**config.mk**
```make
export PLATFORM = sky130hd
export DESIGN_NAME = rgb_image_mse
export DESIGN_NICKNAME = d
export VERILOG_FILES = /design/src/hw/rtl/rim_pkg.sv /design/src/hw/rtl/rim_lane.sv /design/src/hw/rtl/rim_merge.sv /design/src/hw/rtl/rim_div.sv /design/src/hw/rtl/rgb_image_mse.sv
export SDC_FILE = /design/constraint.sdc
export NUM_CORES = 1
export LEC_CHECK = 0
export BUFFER_PORTS_ARGS = -buffer_cell sky130_fd_sc_hd__buf_2
export CORE_UTILIZATION = 50
export CTS_BUF_LIST = sky130_fd_sc_hd__clkbuf_4
export CTS_CLUSTER_SIZE = 14
export DETAILED_ROUTE_END_ITERATION = 8
export PLACE_DENSITY_LB_ADDON = 0.3
export SYNTH_ARGS = -nofsm -noshare
export SYNTH_HDL_FRONTEND = slang
export SYNTH_SLANG_ARGS = --single-unit
```
**constraint.sdc**
```tcl
create_clock -name clock -period 10 [get_ports clock]
set_input_delay 2 -clock clock [delete_from_list [all_inputs] [get_ports clock]]
set_output_delay 2 -clock clock [all_outputs]
set_load 0.1 [all_outputs]
```
**src/hw/rtl/rim_pkg.sv**
```systemverilog
// shared types and constants for the rgb image mean squared error block
`default_nettype none

package rim_pkg;

   localparam int MAX_PIXELS = 16777216;

   localparam int CHAN_W = 8;
   localparam int SQ_W   = 2 * CHAN_W;
   localparam int PIX_W  = SQ_W + 2;
   localparam int CNT_W  = $clog2(MAX_PIXELS + 1);
   localparam int SUM_W  = CNT_W + 18;
   localparam int DEN_W  = CNT_W + 2;
   localparam int FRAC_W = 8;
   localparam int MEAN_W = 24;
   localparam int OCNT_W = 25;
   localparam int STEP_W = $clog2(MEAN_W);
   // sum bits from this index upward seed the divider remainder
   localparam int SPLIT  = MEAN_W - FRAC_W;

   typedef struct packed {
      logic [CHAN_W-1:0] first_red;
      logic [CHAN_W-1:0] first_green;
      logic [CHAN_W-1:0] first_blue;
      logic [CHAN_W-1:0] second_red;
      logic [CHAN_W-1:0] second_green;
      logic [CHAN_W-1:0] second_blue;
      logic              last_pixel;
   } req_type;

   typedef struct packed {
      logic [MEAN_W-1:0] mean_error_q8;
      logic [OCNT_W-1:0] pixels_counted;
      logic              overflowed;
   } rsp_type;

   // totals of one image handed from the accumulator to the divider
   typedef struct packed {
      logic             valid;
      logic [SUM_W-1:0] sum;
      logic [CNT_W-1:0] count;
      logic             ovf;
   } launch_type;

   typedef struct packed {
      logic              valid;
      logic [MEAN_W-1:0] mean;
      logic [CNT_W-1:0]  count;
      logic              ovf;
   } div_res_type;

endpackage

`default_nettype wire

```
**src/hw/rtl/rim_lane.sv**
```systemverilog
// one channel lane: registered square of the absolute channel difference
`default_nettype none

module rim_lane (
   input  wire logic                      clock,
   input  wire logic                      enable,
   input  wire logic [rim_pkg::CHAN_W-1:0] chan_a,
   input  wire logic [rim_pkg::CHAN_W-1:0] chan_b,
   output logic      [rim_pkg::SQ_W-1:0]   sq_out
);

   logic [rim_pkg::CHAN_W-1:0] diff;
   logic [rim_pkg::SQ_W-1:0]   sq_in;
   logic [rim_pkg::SQ_W-1:0]   sq_ff;

   always_comb begin
      diff  = (chan_a >= chan_b) ? (chan_a - chan_b) : (chan_b - chan_a);
      sq_in = rim_pkg::SQ_W'(diff) * rim_pkg::SQ_W'(diff);
   end

   always_ff @(posedge clock) begin
      if (enable) begin
         sq_ff <= sq_in;
      end
   end

   assign sq_out = sq_ff;

endmodule

`default_nettype wire

```
**src/hw/rtl/rim_merge.sv**
```systemverilog
// merging stage: adds the lane squares into the image totals, saturating the count
`default_nettype none

module rim_merge (
   input  wire logic                     clock,
   input  wire logic                     reset,
   input  wire logic                     lane_valid,
   input  wire logic                     lane_last,
   input  wire logic [rim_pkg::SQ_W-1:0] sq_red,
   input  wire logic [rim_pkg::SQ_W-1:0] sq_green,
   input  wire logic [rim_pkg::SQ_W-1:0] sq_blue,
   output rim_pkg::launch_type           launch
);

   logic [rim_pkg::SUM_W-1:0] sum_ff, sum_in, sum_upd;
   logic [rim_pkg::CNT_W-1:0] count_ff, count_in, count_upd;
   logic                      ovf_ff, ovf_in, ovf_upd;
   rim_pkg::launch_type       launch_ff, launch_in;
   logic [rim_pkg::PIX_W-1:0] pix_sum;
   logic                      room;

   always_comb begin
      pix_sum = rim_pkg::PIX_W'(sq_red) + rim_pkg::PIX_W'(sq_green)
              + rim_pkg::PIX_W'(sq_blue);
      room    = count_ff < rim_pkg::CNT_W'(rim_pkg::MAX_PIXELS);

      sum_upd   = room ? (sum_ff + rim_pkg::SUM_W'(pix_sum)) : sum_ff;
      count_upd = room ? (count_ff + rim_pkg::CNT_W'(1)) : count_ff;
      ovf_upd   = ovf_ff | ~room;

      sum_in          = sum_ff;
      count_in        = count_ff;
      ovf_in          = ovf_ff;
      launch_in       = launch_ff;
      launch_in.valid = 1'b0;

      if (lane_valid) begin
         if (lane_last) begin
            // hand the totals over and start the next image clean
            launch_in.valid = 1'b1;
            launch_in.sum   = sum_upd;
            launch_in.count = count_upd;
            launch_in.ovf   = ovf_upd;
            sum_in          = '0;
            count_in        = '0;
            ovf_in          = 1'b0;
         end else begin
            sum_in   = sum_upd;
            count_in = count_upd;
            ovf_in   = ovf_upd;
         end
      end
   end

   always_ff @(posedge clock) begin
      if (reset) begin
         sum_ff    <= '0;
         count_ff  <= '0;
         ovf_ff    <= 1'b0;
         launch_ff <= '0;
      end else begin
         sum_ff    <= sum_in;
         count_ff  <= count_in;
         ovf_ff    <= ovf_in;
         launch_ff <= launch_in;
      end
   end

   assign launch = launch_ff;

endmodule

`default_nettype wire

```
**src/hw/rtl/rim_div.sv**
```systemverilog
// iterative restoring divider: one quotient bit per cycle of sum*256 / (3*count)
`default_nettype none

module rim_div (
   input  wire logic                 clock,
   input  wire logic                 reset,
   input  wire rim_pkg::launch_type  launch,
   input  wire logic                 take,
   output rim_pkg::div_res_type      result
);

   typedef enum logic [2:0] {
      DIV_IDLE = 3'b001,
      DIV_RUN  = 3'b010,
      DIV_DONE = 3'b100
   } div_state_type;

   div_state_type              state_ff, state_in;
   logic [rim_pkg::DEN_W-1:0]  rem_ff, rem_in;
   logic [rim_pkg::DEN_W-1:0]  den_ff, den_in;
   logic [rim_pkg::MEAN_W-1:0] dvd_ff, dvd_in;
   logic [rim_pkg::MEAN_W-1:0] quot_ff, quot_in;
   logic [rim_pkg::STEP_W-1:0] step_ff, step_in;
   logic [rim_pkg::CNT_W-1:0]  count_ff, count_in;
   logic                       ovf_ff, ovf_in;
   logic                       zero_ff, zero_in;
   logic [rim_pkg::DEN_W:0]    shifted;
   logic [rim_pkg::DEN_W:0]    trial;

   // quotient stays below 2^24, so the upper dividend bits start below the divisor
   assign shifted = {rem_ff, dvd_ff[rim_pkg::MEAN_W-1]};
   assign trial   = shifted - {1'b0, den_ff};

   always_comb begin
      state_in = state_ff;
      rem_in   = rem_ff;
      den_in   = den_ff;
      dvd_in   = dvd_ff;
      quot_in  = quot_ff;
      step_in  = step_ff;
      count_in = count_ff;
      ovf_in   = ovf_ff;
      zero_in  = zero_ff;

      unique case (state_ff)
         DIV_IDLE: begin
            if (launch.valid) begin
               rem_in   = launch.sum[rim_pkg::SUM_W-1:rim_pkg::SPLIT];
               dvd_in   = {launch.sum[rim_pkg::SPLIT-1:0], rim_pkg::FRAC_W'(0)};
               den_in   = rim_pkg::DEN_W'({launch.count, 1'b0})
                        + rim_pkg::DEN_W'(launch.count);
               quot_in  = '0;
               step_in  = '0;
               count_in = launch.count;
               ovf_in   = launch.ovf;
               zero_in  = launch.count == '0;
               state_in = DIV_RUN;
            end
         end
         DIV_RUN: begin
            if (!trial[rim_pkg::DEN_W]) begin
               rem_in  = trial[rim_pkg::DEN_W-1:0];
               quot_in = {quot_ff[rim_pkg::MEAN_W-2:0], 1'b1};
            end else begin
               rem_in  = shifted[rim_pkg::DEN_W-1:0];
               quot_in = {quot_ff[rim_pkg::MEAN_W-2:0], 1'b0};
            end
            dvd_in  = {dvd_ff[rim_pkg::MEAN_W-2:0], 1'b0};
            step_in = step_ff + rim_pkg::STEP_W'(1);
            if (step_ff == rim_pkg::STEP_W'(rim_pkg::MEAN_W - 1)) begin
               state_in = DIV_DONE;
            end
         end
         DIV_DONE: begin
            if (take) begin
               state_in = DIV_IDLE;
            end
         end
         default: begin
            state_in = DIV_IDLE;
         end
      endcase
   end

   always_ff @(posedge clock) begin
      if (reset) begin
         state_ff <= DIV_IDLE;
      end else begin
         state_ff <= state_in;
      end
   end

   always_ff @(posedge clock) begin
      rem_ff   <= rem_in;
      den_ff   <= den_in;
      dvd_ff   <= dvd_in;
      quot_ff  <= quot_in;
      step_ff  <= step_in;
      count_ff <= count_in;
      ovf_ff   <= ovf_in;
      zero_ff  <= zero_in;
   end

   always_comb begin
      result.valid = state_ff == DIV_DONE;
      result.mean  = zero_ff ? '0 : quot_ff;
      result.count = count_ff;
      result.ovf   = ovf_ff;
   end

endmodule

`default_nettype wire

```
**src/hw/rtl/rgb_image_mse.sv**
```systemverilog
// top level: mean squared error of two rgb images, q.8 result per image
// each result passes the lane, merge, divider and output registers in that order
// throughput: one pixel pair per cycle; after the last pair the input stalls while
//   the 24-step divider runs, longer while the output is stalled
// reset: synchronous, active high; clears totals, divider control and output valid
`default_nettype none

module rgb_image_mse (
   input  wire logic       clock,
   input  wire logic       reset,
   input  wire logic       req_valid,
   output logic            req_stall,
   input  wire rim_pkg::req_type req_data,
   output logic            rsp_valid,
   input  wire logic       rsp_stall,
   output rim_pkg::rsp_type rsp_data
);

   logic                     busy_ff, busy_in;
   logic                     lane_valid_ff;
   logic                     lane_last_ff;
   logic                     req_xfer;
   logic                     take;
   logic                     rsp_valid_ff, rsp_valid_in;
   rim_pkg::rsp_type         rsp_data_ff, rsp_data_in;
   logic [rim_pkg::SQ_W-1:0] sq_red, sq_green, sq_blue;
   rim_pkg::launch_type      launch;
   rim_pkg::div_res_type     div_res;

   assign req_stall = busy_ff;
   assign req_xfer  = req_valid & ~busy_ff;

   rim_lane u_lane_red (
      .clock  (clock),
      .enable (req_xfer),
      .chan_a (req_data.first_red),
      .chan_b (req_data.second_red),
      .sq_out (sq_red)
   );

   rim_lane u_lane_green (
      .clock  (clock),
      .enable (req_xfer),
      .chan_a (req_data.first_green),
      .chan_b (req_data.second_green),
      .sq_out (sq_green)
   );

   rim_lane u_lane_blue (
      .clock  (clock),
      .enable (req_xfer),
      .chan_a (req_data.first_blue),
      .chan_b (req_data.second_blue),
      .sq_out (sq_blue)
   );

   always_ff @(posedge clock) begin
      if (reset) begin
         lane_valid_ff <= 1'b0;
      end else begin
         lane_valid_ff <= req_xfer;
      end
   end

   always_ff @(posedge clock) begin
      if (req_xfer) begin
         lane_last_ff <= req_data.last_pixel;
      end
   end

   rim_merge u_merge (
      .clock      (clock),
      .reset      (reset),
      .lane_valid (lane_valid_ff),
      .lane_last  (lane_last_ff),
      .sq_red     (sq_red),
      .sq_green   (sq_green),
      .sq_blue    (sq_blue),
      .launch     (launch)
   );

   rim_div u_div (
      .clock  (clock),
      .reset  (reset),
      .launch (launch),
      .take   (take),
      .result (div_res)
   );

   // output register frees the divider as soon as the slot is open
   assign take = div_res.valid & (~rsp_valid_ff | ~rsp_stall);

   always_comb begin
      busy_in = busy_ff;
      if (req_xfer && req_data.last_pixel) begin
         busy_in = 1'b1;
      end else if (take) begin
         busy_in = 1'b0;
      end

      rsp_valid_in = rsp_valid_ff & rsp_stall;
      rsp_data_in  = rsp_data_ff;
      if (take) begin
         rsp_valid_in               = 1'b1;
         rsp_data_in.mean_error_q8  = div_res.mean;
         rsp_data_in.pixels_counted = rim_pkg::OCNT_W'(div_res.count);
         rsp_data_in.overflowed     = div_res.ovf;
      end
   end

   always_ff @(posedge clock) begin
      if (reset) begin
         busy_ff      <= 1'b0;
         rsp_valid_ff <= 1'b0;
      end else begin
         busy_ff      <= busy_in;
         rsp_valid_ff <= rsp_valid_in;
      end
   end

   always_ff @(posedge clock) begin
      rsp_data_ff <= rsp_data_in;
   end

   assign rsp_valid = rsp_valid_ff;
   assign rsp_data  = rsp_data_ff;

   a_div_while_busy: assert property (@(posedge clock) disable iff (reset)
      div_res.valid |-> busy_ff)
      else $error("divider result present while input is open");

   a_last_blocks: assert property (@(posedge clock) disable iff (reset)
      (lane_valid_ff && lane_last_ff) |-> busy_ff)
      else $error("last pixel in flight without stalling the input");

   a_count_range: assert property (@(posedge clock) disable iff (reset)
      launch.valid |-> (launch.count != '0
         && launch.count <= rim_pkg::CNT_W'(rim_pkg::MAX_PIXELS)))
      else $error("image pixel count out of range");

   a_mean_range: assert property (@(posedge clock) disable iff (reset)
      take |=> (rsp_data.mean_error_q8 <= rim_pkg::MEAN_W'(16646400)))
      else $error("mean squared error above the largest possible value");

endmodule

`default_nettype wire
```
==> impl_metrics.toml, run 1 <==
[status]
status = "complete, no violations"

[route]
wl_per_cell_um = 15.0
first_iter_violations = 1031
ant_nets = 0
drcViolationCount = 0
first_pass_iters = 7
via_per_inst = 5.45
vias = 19400
wirelength_um = 53500

[timing]
layout_setup_ws_ns = 2.32
setup_viol = 0
tightestPinTransition_ns = 0.963
max_freq_ghz = 0.130
finalHoldWorstSlack_ns = 0.410
slew_headroom_pct = 35.2
rsz0062_at_grt = "false"
finalSetupTns_ns = 0
fin_crit_sh_pct = 76.8
min_period_ns = 7.68
final_hold_viol_count = 0
skew_ns = 0.0584
drv_slew = 0

[floorplanning]
initial_utilization_pct = 50.7
die_y_um = 228
num_io_pins = 105
fp.dieW_um = 228
core_area_mm2 = 0.0502
num_rows = 82
die_area_mm2 = 0.0518

[synthesis]
yosysUniqueCellTypes = 85
yosys.area.top_type = "edfxtp_1"
yosysMostFrequentCell = "inv_1"
netlist_instances = 2666
yosysWarningCount = 0
async_flop_share_pct = 0
synth_edf_count = 221
syn-num-nets = 3059
yosys.area.top_type_share_pct = 26.1
synth_area_mm2 = 0.0255
synth_commonest_cells = "295 x inv_1, 255 x ha_1, 221 x edfxtp_1"
avgSynthCellArea_um2 = 9.55
ys_top_cells_by_area = "edfxtp_1 26%, ha_1 13%, dfxtp_1 11%, fa_1 6.7%, inv_1 4.3%"
synth-seq-area-share_pct = 37.5
synthFlopType = "edfxtp_1"
ys_ff_latch = 366

[clock_tree]
clk_latency_ns = 0.83
cts_resized = 0
cts_made_buffers = 94
clock_sinks = 366
ctsHtreeMaxLevel = 3
cts_tree = "done"
postCtsHoldBufs = 0
cts_setup_buffers = 0
cts-root-buf = "clkbuf_4"
clk_pin_slew_ns = 0.07
cts.path.max_buffers = 3

[setup_path]
critical_path.most_common_cell = "inv_1"
rrSetupSlack_ns = 3.62
cp-end-kind = "flop"
crit_type = "input port to flop"
required_ns = 10.53
cp_slowest_cell = "fa_1"
slowest_delay_ns = 0.54
arrival_ns = 8.20
crit_start = "req_data[33]"
start_kind = "input port"
reg2reg_from = "u_lane_green.sq_out[3]$_DFFE_PP_"
critPathMaxFanout = 10

[global_route]
grt_pass1_vias = 19300
grt_max_degree = 75
antenna_found_initial = 2
grt_pass1_wl_um = 89200
grt_use_total_pct = 21.1
gr-total-overflow = 0

[flow_run]
drv_cap = 0

[cells_and_area]
fin_cells = 3558
syn_to_final_growth_pct = 9.55
fillerInstances = 4500
final_area_mm2 = 0.0279
drive_above_1_share_pct = 11.5
nNetsFinal = 3194
utilization_pct = 55.6

[placed_design]
io_buffers = 104
gp_congestion = 0.901
placed_cell_area_mm2 = 0.0266
dpl.cell_count = 3376
place_ws_ns = 1.57
hpwl_um = 39700

[min_path]
hold_class = "flop to flop"
hp-start = "u_div.count_ff[24]$_DFFE_PP_"

[power_and_ir_drop]
irDropWorstVdd_mv = 0.313
power.total_mw = 9.78
p_leak_nw = 12.4
power_density_mw_per_mm2 = 351
==> worst max-delay path, delay by kind of cell <==
kind / cells / cell delay (ns)
AND/OR/NAND/NOR: 3 / 0.45
XOR/XNOR: 4 / 1.00
buffers and inverters: 7 / 0.46
AO/OA/AOI/OAI: 10 / 1.89
adder cells (fa/ha/maj): 6 / 2.38
==> routing by layer <==
metal	track usage [%]	share of wire (%)	vias up
met1	24.9	43	9278
met5	0	0	-
li1	-	-	9630
met4	8.03	2.6	0
met3	3.78	3.9	92
met2	37.9	51	400
==> path summary, 6_finish.rpt <==
kind                                                           to  cells past startpoint
worst max-delay path            u_lane_green.sq_out[15]$_DFFE_PP_                     30
worst min-delay path                       rsp_data[25]$_DFFE_PP_                      0
worst min register to register             rsp_data[25]$_DFFE_PP_                      0
worst max register to register    u_merge.sum_ff[36]$_SDFFE_PP0P_                     23
==> logic make-up (layout without fill, tap and decap cells) <==
logic type | after synthesis | in the layout | synth area share, %
compound gates | 609 | 609 | 15.2
xor+xnor | 202 | 202 | 7.07
fa+ha+maj | 340 | 340 | 19.2
buf+inv | 380 | 595 | 5.70
flops | 366 | 366 | 37.5
mux | 37 | 37 | 1.46
other cells | 0 | 5 | 0
simple gates | 732 | 732 | 13.9
==> flip-flops by register name, summed over array words and instances, names as in the netlist, 3 cells and up <==
| name | cells |
|---|---|
| u_div.quot_ff | 24 |
| u_div.count_ff | 24 |
| u_merge.launch | 70 |
| rsp_data | 50 |
| u_div.dvd_ff | 16 |
| u_div.rem_ff | 27 |
| u_lane_red.sq_out | 15 |
| u_lane_blue.sq_out | 15 |
| u_div.state_ff | 3 |
| u_lane_green.sq_out | 15 |
| u_div.step_ff | 5 |
| u_merge.sum_ff | 43 |
| u_merge.count_ff | 25 |
| u_div.den_ff | 27 |
==> report_power, final <==
part | leakage (nW) | internal [mW] | switching, mW
Combinational | 8.45 | 2.79 | 3.66
Sequential | 3.24 | 1.97 | 0.0869
Clock | 0.723 | 0.654 | 0.625
==> cell usage in the layout (no fill, tap or decap), drive strengths merged, types with 15 or more instances in the layout <==
master / netlist / layout
edfxtp: 221 / 221
a31oi: 23 / 23
o21a: 18 / 18
nand4: 18 / 18
nand2: 204 / 204
and3: 60 / 60
o21bai: 34 / 34
nand2b: 22 / 22
and2: 15 / 15
o21ai: 155 / 155
xnor2: 127 / 127
or3: 16 / 16
fa: 85 / 85
nor2b: 43 / 43
clkinv: 1 / 40
ha: 255 / 255
nand3: 40 / 40
nor3: 40 / 40
mux2i: 35 / 35
clkbuf: 71 / 135
inv: 295 / 295
nor2: 213 / 213
o22ai: 25 / 25
xor2: 75 / 75
a21oi: 168 / 168
or2: 24 / 24
a21o: 64 / 64
dfxtp: 145 / 145
a22oi: 18 / 18
buf: 13 / 123
==> final cells by class <==
cell class / count / area [um2] / share of cell area (%)
clock inverters: 41 / 205 / 0.736
flip-flops and latches: 366 / 9540 / 34.2
inverters: 296 / 1110 / 3.98
diodes: 5 / 12.5 / 0.0449
multi-input cells: 1920 / 14500 / 52.0
clock buffers: 135 / 1010 / 3.63
repair buffers: 123 / 667 / 2.39
well taps: 672 / 841 / 3.01
No activity file was read; power rests on OpenSTA's default activity.
==> run 2, diff against run 1 <==
clock period = 6.5 ns   (was 10 ns; I/O delays follow)
==> run 2 against run 1 <==
Critical endpoint unchanged; utilization is 4.7 points higher; worst setup slack worse by 2.2 ns; sequential share of layout area is 2.6 points lower; global-route usage is 1.2 points higher; hold slack better by 0.0095 ns; clock skew is 0.0020 ns higher; die area stayed put; highest routed layer unchanged.
==> impl_metrics.toml, run 2 (synthesis gave the netlist of run 1 again) <==
[placed_design]
place_ws_ns = -0.772
gp_congestion = 0.857
placed_cell_area_mm2 = 0.0286
io_buffers = 104
hpwl_um = 42300

[cells_and_area]
drive_above_1_share_pct = 20.9
syn_to_final_growth_pct = 18.7
final_area_mm2 = 0.0302
final_common_cell = "inv_1"
fillerInstances = 4155
utilization_pct = 60.2
largestRegisters = "u_merge.launch x70, rsp_data x50, u_merge.sum_ff x43"
largest_reg_flops = 70
nNetsFinal = 3398
layout_common_cells = "267 x inv_1, 235 x ha_1, 222 x buf_4"
top_register = "u_merge.launch"

[clock_tree]
clk_latency_ns = 0.81
cts.path.max_buffers = 3
postCtsHoldBufs = 0
cts_made_buffers = 92
clk_pin_slew_ns = 0.06
clock_sinks = 366
cts-root-buf = "clkbuf_4"
ctsHtreeMaxLevel = 3
cts_tree = "done"

[min_path]
hp-start = "u_div.count_ff[14]$_DFFE_PP_"
hold_class = "flop to flop"

[timing]
finalHoldWorstSlack_ns = 0.420
tightestPinTransition_ns = 1.26
final_hold_viol_count = 0
max_freq_ghz = 0.157
rsz0062_at_grt = "true"
skew_ns = 0.0604
drv_slew = 0
fin_crit_sh_pct = 97.9
slew_headroom_pct = 15.5
min_period_ns = 6.37
layout_setup_ws_ns = 0.135
setup_viol = 0

[setup_path]
reg2reg_from = "u_lane_green.sq_out[3]$_DFFE_PP_"
rrSetupSlack_ns = 0.49
r2r_cells = 25
required_ns = 7.03
crit_end = "u_lane_green.sq_out[15]$_DFFE_PP_"
r2r_end = "u_merge.sum_ff[39]$_SDFFE_PP0P_"
crit_start = "req_data[33]"
arrival_ns = 6.89
crit_type = "input port to flop"
cp-end-kind = "flop"
critPathMaxFanout = 5
start_kind = "input port"

[route]
via_per_inst = 5.42
vias = 20400
drcViolationCount = 0
first_iter_violations = 1063
wl_per_cell_um = 15.3
wirelength_um = 57300
ant_nets = 0
first_pass_iters = 7

[power_and_ir_drop]
power_switching_mw = 7.57
p_leak_nw = 13.5
power.total_mw = 17.6
power.internal_mw = 10.0
clkPwrFrac_pct = 11.2
comb_power_share_pct = 70.9
irDropWorstVdd_mv = 0.589
p_seq_share_pct = 17.9
power_density_mw_per_mm2 = 582
switching_share_pct = 43.0

[floorplanning]
core_area_mm2 = 0.0502
die_y_um = 228
initial_utilization_pct = 50.7
die_area_mm2 = 0.0518
num_io_pins = 105
num_rows = 82
fp.dieW_um = 228

[flow_run]
drv_cap = 0

[status]
status = "complete, no violations"

[global_route]
grt_max_degree = 75
antenna_found_initial = 1
grt_use_total_pct = 22.2
gr-total-overflow = 0
grt_pass1_wl_um = 94300
grt_pass1_vias = 20500
run 2: changes by cell type in the layout (fill, tap and decap cells not counted), sizes merged:
cell	previous run	this run
inv	295	299
bufinv	1	2
clkbuf	135	127
clkinvlp	1	0
diode	5	1
o31ai	14	15
clkinv	40	42
buf	123	327
run 2: worst min path at each step:
stage                                   to  slack, ns  cells after the start
floorplan            rsp_data[0]$_DFFE_PP_       0.40                      0
global placement    rsp_data[22]$_DFFE_PP_       0.40                      0
detailed placement  rsp_data[12]$_DFFE_PP_       0.40                      0
CTS                 rsp_data[13]$_DFFE_PP_       0.42                      0
global route        rsp_data[21]$_DFFE_PP_       0.43                      0
finish              rsp_data[15]$_DFFE_PP_       0.42                      0
run 2: metal layers:
layer  wire length [um]  track usage [%]
met2              29700             41.1
met3               2090             2.80
met1              23600             25.7
met5                  0                0
met4               1870             9.53
run 2: worst max-delay path: stages:
cell	delay, ns
buf_4	0.14
inv_12	0.05
ha_4	0.11
inv_2	0.04
fa_2	0.36
a21o_1	0.18
a211oi_2	0.17
o21a_1	0.19
o21ai_4	0.11
buf_6	0.16
mux2i_4	0.18
xnor2_2	0.22
inv_2	0.09
nand2_2	0.08
inv_1	0.06
fa_1	0.56
inv_2	0.04
fa_1	0.47
fa_1	0.51
fa_1	0.53
inv_2	0.05
ha_4	0.24
a21oi_4	0.13
nor2b_2	0.07
o2111ai_2	0.20
nand3_2	0.09
o41a_1	0.39
xor2_1	0.15
run 2: timing repair:
action	in CTS	in global routing
buffers inserted	0	16
setup endpoints to repair	0	40
gates resized for setup	0	60
run 2: stage by stage:
stage / setup TNS (ns) / std cells
floorplan: -0.583 / 2666
global placement: -6.35 / 3566
detailed placement: -9.09 / 3566
CTS: 0 / 3739
global route: -0.0996 / 3757
finish: 0 / 3757
run 2: final cells by class:
cell class,count,area (um2),area share (%)
Antenna cell,1,2.50,0.00828
Clock inverter,47,254,0.840
Timing Repair Buffer,328,2230,7.37
Clock buffer,126,946,3.13
Sequential cell,366,9540,31.6
Multi-Input combinational cell,1921,15300,50.5
Inverter,296,1150,3.80
Tap cell,672,841,2.78
run 2: power by group through the flow:
stage	logic [mW]	registers, mW	clock network (mW)
after floorplan	8.81	3.14	0
after global placement	11.6	3.21	0
after detailed placement	12.1	3.21	0
after CTS	12.1	3.16	2.03
after global routing	14.1	3.17	2.14
final	12.5	3.16	1.97
